`config.mk`:
```
export PLATFORM = sky130hd
export DESIGN_NAME = coalescing_priority_event_queue
export DESIGN_NICKNAME = d
export VERILOG_FILES = /design/src/sv/cepq_pkg.sv /design/src/sv/cepq_cell.sv /design/src/sv/coalescing_priority_event_queue.sv
export SDC_FILE = /design/constraint.sdc
export NUM_CORES = 1
export LEC_CHECK = 0
export ABC_CLOCK_PERIOD_IN_PS = 5400
export BUFFER_PORTS_ARGS = -buffer_cell sky130_fd_sc_hd__buf_2
export CAP_MARGIN = 20
export CELL_PAD_IN_SITES_DETAIL_PLACEMENT = 0
export CELL_PAD_IN_SITES_GLOBAL_PLACEMENT = 1
export CORE_MARGIN = 1.5
export CORE_UTILIZATION = 50
export DETAILED_ROUTE_END_ITERATION = 6
export PLACE_DENSITY_LB_ADDON = 0.3
export SKIP_CTS_REPAIR_TIMING = 1
export SYNTH_ARGS = -nofsm -noshare
export SYNTH_HDL_FRONTEND = slang
export SYNTH_SLANG_ARGS = --single-unit
```
`constraint.sdc`:
```
create_clock -name i_clk -period 5.4 [get_ports i_clk]
set_input_delay 0.27 -clock i_clk [delete_from_list [all_inputs] [get_ports i_clk]]
set_output_delay 0.27 -clock i_clk [all_outputs]
set_load 0.005 [all_outputs]
```
`src/sv/cepq_pkg.sv`:
```
// Shared types and codes for the coalescing priority event queue.
// No dependencies; imported by the entry cell and the top level.
package cepq_pkg;

    localparam logic ACT_PUSH = 1'b0;
    localparam logic ACT_POP  = 1'b1;

    localparam logic [2:0] ST_INSERTED  = 3'd0;
    localparam logic [2:0] ST_COALESCED = 3'd1;
    localparam logic [2:0] ST_DROPPED   = 3'd2;
    localparam logic [2:0] ST_POPPED    = 3'd3;
    localparam logic [2:0] ST_EMPTY     = 3'd4;

    typedef struct packed {
        logic        action;
        logic [2:0]  priority_req;
        logic [2:0]  msg_type;
        logic [15:0] item_id;
    } t_req;

    typedef struct packed {
        logic [2:0]  status;
        logic [2:0]  out_priority;
        logic [2:0]  out_type;
        logic [15:0] out_item_id;
        logic [4:0]  occupancy;
        logic        stay_awake;
    } t_rsp;

    typedef struct packed {
        logic [2:0]  prio;
        logic [2:0]  msg_type;
        logic [15:0] item_id;
    } t_entry;

    typedef struct packed {
        logic   insert;
        logic   pop;
        t_entry entry;
    } t_cell_ctrl;

endpackage

```
`src/sv/cepq_cell.sv`:
```
// One queue slot: holds an entry, compares it against the request and
// shifts toward either neighbor. Depends on cepq_pkg.
module cepq_cell (
    input  logic                   i_clk,
    input  cepq_pkg::t_cell_ctrl   i_ctrl,
    input  logic                   i_occupied,
    input  logic                   i_at_tail,
    input  logic                   i_left_gt,
    input  cepq_pkg::t_entry       i_left_entry,
    input  cepq_pkg::t_entry       i_right_entry,
    output cepq_pkg::t_entry       o_entry,
    output logic                   o_gt,
    output logic                   o_match
);
    import cepq_pkg::*;

    t_entry r_entry;
    t_entry n_entry;

    assign o_gt    = i_occupied && (r_entry.prio > i_ctrl.entry.prio);
    assign o_match = i_occupied && (r_entry == i_ctrl.entry);
    assign o_entry = r_entry;

    always_comb begin
        n_entry = r_entry;
        priority if (i_ctrl.pop) begin
            n_entry = i_right_entry;
        end else if (i_ctrl.insert) begin
            priority if (i_left_gt) begin
                n_entry = i_left_entry;
            end else if (o_gt || i_at_tail) begin
                n_entry = i_ctrl.entry;
            end else begin
                n_entry = r_entry;
            end
        end else begin
            n_entry = r_entry;
        end
    end

    always_ff @(posedge i_clk) begin
        r_entry <= n_entry;
    end

endmodule

```
`src/sv/coalescing_priority_event_queue.sv`:
```
// Coalescing priority event queue: top level with the row of entry cells,
// the fill count, the stay-awake flag and the response register.
// Depends on cepq_pkg and cepq_cell.
//
// Requests enter on i_req (valid/stall): a push carries priority, type and
// item id; a pop takes the head. Entries are ordered by priority, lowest
// first, equal priorities in arrival order. A push equal to a queued entry
// is coalesced; a push into a full queue is dropped.
// Every request yields exactly one response on o_rsp, registered, in the
// cycle after acceptance. Without stalls throughput is one request per
// cycle: every cell compares against the request in parallel and shifts
// in the same cycle. A new request is taken while a response waits, as
// long as the receiver does not stall; when i_rsp_stall holds the pending
// response, o_req_stall rises and the queue holds.
// Reset clears the fill count, the stay-awake flag and the response valid;
// slot contents are not cleared and are never read before being written.
module coalescing_priority_event_queue #(
    parameter int QUEUE_DEPTH = 16
) (
    input  logic              i_clk,
    input  logic              i_rst_n,
    input  logic              i_req_valid,
    output logic              o_req_stall,
    input  cepq_pkg::t_req    i_req,
    output logic              o_rsp_valid,
    input  logic              i_rsp_stall,
    output cepq_pkg::t_rsp    o_rsp
);
    import cepq_pkg::*;

    localparam int CW = $clog2(QUEUE_DEPTH + 1);

    logic [CW-1:0] r_count, n_count;
    logic          r_awake, n_awake;
    logic          r_rsp_valid;
    t_rsp          r_rsp, n_rsp;

    logic          w_accept;
    logic          w_dup;
    logic          w_full;
    logic          w_empty;
    t_cell_ctrl    w_ctrl;
    t_entry        w_req_entry;
    t_entry        w_entry [QUEUE_DEPTH];
    logic [QUEUE_DEPTH-1:0] w_gt;
    logic [QUEUE_DEPTH-1:0] w_match;
    logic [31:0]   w_cnt_ext;

    assign o_req_stall = r_rsp_valid && i_rsp_stall;
    assign w_accept    = i_req_valid && !o_req_stall;

    assign w_req_entry.prio     = i_req.priority_req;
    assign w_req_entry.msg_type = i_req.msg_type;
    assign w_req_entry.item_id  = i_req.item_id;

    assign w_dup   = |w_match;
    assign w_full  = (r_count == CW'(QUEUE_DEPTH));
    assign w_empty = (r_count == '0);

    assign w_ctrl.entry  = w_req_entry;
    assign w_ctrl.insert = w_accept && (i_req.action == ACT_PUSH) && !w_dup && !w_full;
    assign w_ctrl.pop    = w_accept && (i_req.action == ACT_POP) && !w_empty;

    for (genvar g = 0; g < QUEUE_DEPTH; g++) begin : g_cell
        t_entry w_left;
        t_entry w_right;
        logic   w_left_gt;

        if (g == 0) begin : g_head
            assign w_left    = w_req_entry;
            assign w_left_gt = 1'b0;
        end else begin : g_mid
            assign w_left    = w_entry[g-1];
            assign w_left_gt = w_gt[g-1];
        end

        if (g == QUEUE_DEPTH - 1) begin : g_tail
            assign w_right = w_entry[g];
        end else begin : g_body
            assign w_right = w_entry[g+1];
        end

        cepq_cell u_cell (
            .i_clk         (i_clk),
            .i_ctrl        (w_ctrl),
            .i_occupied    (CW'(g) < r_count),
            .i_at_tail     (CW'(g) == r_count),
            .i_left_gt     (w_left_gt),
            .i_left_entry  (w_left),
            .i_right_entry (w_right),
            .o_entry       (w_entry[g]),
            .o_gt          (w_gt[g]),
            .o_match       (w_match[g])
        );
    end

    assign w_cnt_ext = 32'(n_count);

    always_comb begin
        n_count = r_count;
        n_awake = r_awake;
        n_rsp   = '0;
        unique case (i_req.action)
            ACT_PUSH: begin
                n_awake = 1'b1;
                priority if (w_dup) begin
                    n_rsp.status = ST_COALESCED;
                end else if (w_full) begin
                    n_rsp.status = ST_DROPPED;
                end else begin
                    n_rsp.status = ST_INSERTED;
                    n_count      = r_count + CW'(1);
                end
            end
            ACT_POP: begin
                if (w_empty) begin
                    n_rsp.status = ST_EMPTY;
                    n_awake      = 1'b0;
                end else begin
                    n_rsp.status       = ST_POPPED;
                    n_rsp.out_priority = w_entry[0].prio;
                    n_rsp.out_type     = w_entry[0].msg_type;
                    n_rsp.out_item_id  = w_entry[0].item_id;
                    n_count            = r_count - CW'(1);
                end
            end
            default: begin
                n_rsp.status = ST_EMPTY;
            end
        endcase
        n_rsp.occupancy  = w_cnt_ext[4:0];
        n_rsp.stay_awake = n_awake;
    end

    always_ff @(posedge i_clk) begin
        if (!i_rst_n) begin
            r_count     <= '0;
            r_awake     <= 1'b0;
            r_rsp_valid <= 1'b0;
        end else begin
            if (w_accept) begin
                r_count     <= n_count;
                r_awake     <= n_awake;
                r_rsp_valid <= 1'b1;
            end else if (!i_rsp_stall) begin
                r_rsp_valid <= 1'b0;
            end
        end
    end

    always_ff @(posedge i_clk) begin
        if (w_accept) begin
            r_rsp <= n_rsp;
        end
    end

    assign o_rsp_valid = r_rsp_valid;
    assign o_rsp       = r_rsp;

endmodule

```
==> flow_summary.ini <==
[run_status]
status = complete, no violations

[timing]
fin_ws_ns = 1.21
finalSetupViolations = 0
period_share_pct = 77.5
final-hold-violation-count = 0
fin_setup_tns_ns = 0
slew_violations = 0
relSlewSlack_pct = 22.1
max_freq_mhz = 239
clock_skew_ns = 0.0226
worst_pin_slew_ns = 1.17
min_period_ns = 4.19
rsz0062_at_grt = no

[floorplan]
start_util_pct = 50.4
core_um2 = 48700
ios = 60
fp.dieW_um = 225
dieArea_um2 = 50400
num_rows = 81
die_h_um = 225

[placement]
port_buffers = 59
place_area_um2 = 25300
place.gp.congestion = 0.896
post-place-ws_ns = 1.24
dp_hpwl_um = 50700

[cells_and_area]
drive_gt1_share_pct = 10.3
stdcell_area_um2 = 26700
area_growth_pct = 8.80
n_fill_cell = 4332
nNetsFinal = 2390
postLayoutCoreUtil_pct = 54.8
antennaDiodeCount = 0

[logic_synthesis]
yosysTopAreaCell = edfxtp_1
async_flop_share_pct = 0
synth-seq-cells = 390
yosysSeqAreaShare_pct = 47.4
ys_warn_count = 0
synthTopCellsByArea = edfxtp_1 47%, mux2i_1 13%, xor2_1 10%
syn_inst = 2342
syn_area_per_cell_um2 = 10.5
synth_edf_count = 383
syn_area_um2 = 24600
synth.distinct_cells = 52
synthFlopType = edfxtp_1
synth_top_area_share_pct = 46.8
synth.net_count = 2422

[routing]
drt_iter0_markers = 1677
drc_errors = 0
wire_per_inst_um = 24.8
dr.pass1.iters = 5
viasPerCell = 5.99
wirelength_um = 74500
postRouteAntennaNets = 0
vias = 17991

[critical_path]
r2r_setup_slack_ns = 1.21
r2r_start = r_count[1]
critPathMaxFanout = 87
critPathLaunchType = flop
cp.buffers_inverters = 2
critPathTopFamily = simple AND/OR/NAND/NOR gates
arrival_ns = 4.48
worstPathRequired_ns = 5.69
slowest_stage = nor2_4
crit_path_frequent_cell = nand2_1
reg2reg_to = g_cell[14].u_cell.o_entry[1]
worstPathCellList = inv_1, ha_1, nand2_1, nand2_1, nor2_4, buf_4, o21ai_0
r2r_cells = 7
crit_type = reg2reg
slowest_delay_ns = 0.74
crit_start = r_count[1]
crit_path_end_kind = flop

[power_and_ir_drop]
vdd_drop_max_uv = 232
p_leak_uw = 0.00900
power.density_nw_per_um2 = 332
finalPower_uw = 8860

[worst_hold_path]
worstHoldStart = i_req[22]
hp-class = in2reg
whs_path_depth = 2
whs_endpoint = o_rsp[0]

[grt]
grt_max_degree = 160
grt_usage_pct = 29.5
grt_overflow_total = 0
grt_pass1_vias = 17976
grt_pass1_wl_um = 112000
antenna_found_initial = 1

[cts]
path_clk_slew_ns = 0.06
clockBufferDepth = 3
cts_root_buffer = clkbuf_16
cts_buffers = 44
cts_tree = done
cts.sinks = 390
insertion_delay_ns = 0.59
h-tree-depth = 2

[flow_run]
cap_violations = 0
layout make-up:
type,instances,area [um2],share of cell area (%)
multi-input combinational,1713,11900,44.5
sequential,390,11600,43.6
clock buffer,53,1160,4.33
timing repair buffer,123,853,3.19
tap,664,831,3.11
clock inverter,22,210,0.787
inverter,38,143,0.534
worst max-delay path by stage:
stage / to / slack (ns) / cells past startpoint
after floorplan: g_cell[15].u_cell.o_entry[0] / 0.87 / 9
after global placement: g_cell[4].u_cell.o_entry[10] / 1.31 / 12
after detailed placement: g_cell[4].u_cell.o_entry[12] / 1.24 / 12
after CTS: g_cell[14].u_cell.o_entry[4] / 1.32 / 7
after global routing: g_cell[14].u_cell.o_entry[10] / 0.90 / 7
final: g_cell[14].u_cell.o_entry[1] / 1.21 / 7
registers in the layout, indices dropped and copies added, names as in the netlist:
name	count
g_cell.u_cell.o_entry	352
o_rsp	31
o_rsp_valid	1
r_awake	1
r_count	5
power by group:
group | internal (uW) | switching, uW | total [uW]
clock network | 1710 | 1240 | 2950
logic | 675 | 1140 | 1820
registers | 3780 | 322 | 4100
total | 6160 | 2710 | 8860
routing by layer:
metal	global-route usage (%)	wire length, um	vias up
met5	0	0	-
met4	10.3	2560	0
met3	3.50	4070	149
met2	50.9	37100	639
met1	38.5	30800	8899
li1	-	-	8304
synth_stat cells, types with 10 or more instances:
library cell and number:
nor2_1 27, a21oi_1 33, inv_1 37, xnor2_1 24, mux2_2 20, edfxtp_1 383, buf_2 63, xor2_1 285
o21ai_0 324, nand2_1 402, buf_4 19, nand4_1 25, and3_1 25, clkbuf_1 93, nor3_1 11, buf_6 21
nand3_1 18, ha_1 53, nor4_1 65, mux2i_1 307, a21o_1 11, nor2b_1 10
layout by cell type, fill, tap and decap left out, drive strengths merged, types with 3 or more instances in the layout:
| master | n |
|---|---|
| o21ai | 325 |
| nor3 | 12 |
| nand3 | 19 |
| edfxtp | 383 |
| nor2b | 10 |
| clkbuf | 53 |
| or4 | 8 |
| dfxtp | 7 |
| nor2 | 30 |
| xor2 | 285 |
| and2 | 5 |
| a21oi | 36 |
| a21o | 11 |
| inv | 37 |
| xnor2 | 24 |
| dlygate4sd3 | 3 |
| o22ai | 8 |
| a31oi | 5 |
| nand4 | 25 |
| o21a | 6 |
| nor4 | 67 |
| buf | 120 |
| a311oi | 6 |
| a211oi | 3 |
| clkinv | 18 |
| and3 | 25 |
| ha | 53 |
| mux2i | 307 |
| a2111oi | 6 |
| nand2 | 404 |
| bufinv | 4 |
| mux2 | 20 |
logic make-up (layout without fill, tap and decap cells):
logic type,Yosys count,in the layout,share of synthesized area [%]
mux,327,327,13.4
simple gates,610,610,11.2
flops,390,390,47.4
compound gates,414,414,9.28
xor+xnor,309,309,11.0
fa+ha+maj,53,53,2.70
buf+inv,239,236,4.91
per-stage QoR:
step | cells | hold slack (ns)
after floorplan | 2342 | 0.387
after global placement | 2924 | 0.480
after detailed placement | 2924 | 0.491
after CTS | 2999 | -0.108
after global routing | 3003 | 0.262
final | 3003 | 0.245
worst reg2reg max path: stages (launching register included):
cell     delay (ns)
dfxtp_1        0.72
inv_1          0.20
ha_1           0.28
nand2_1        0.64
nand2_1        0.33
nor2_4         0.74
buf_4          0.71
o21ai_0        0.29
Note: power is estimated with default switching activity, not from simulation.
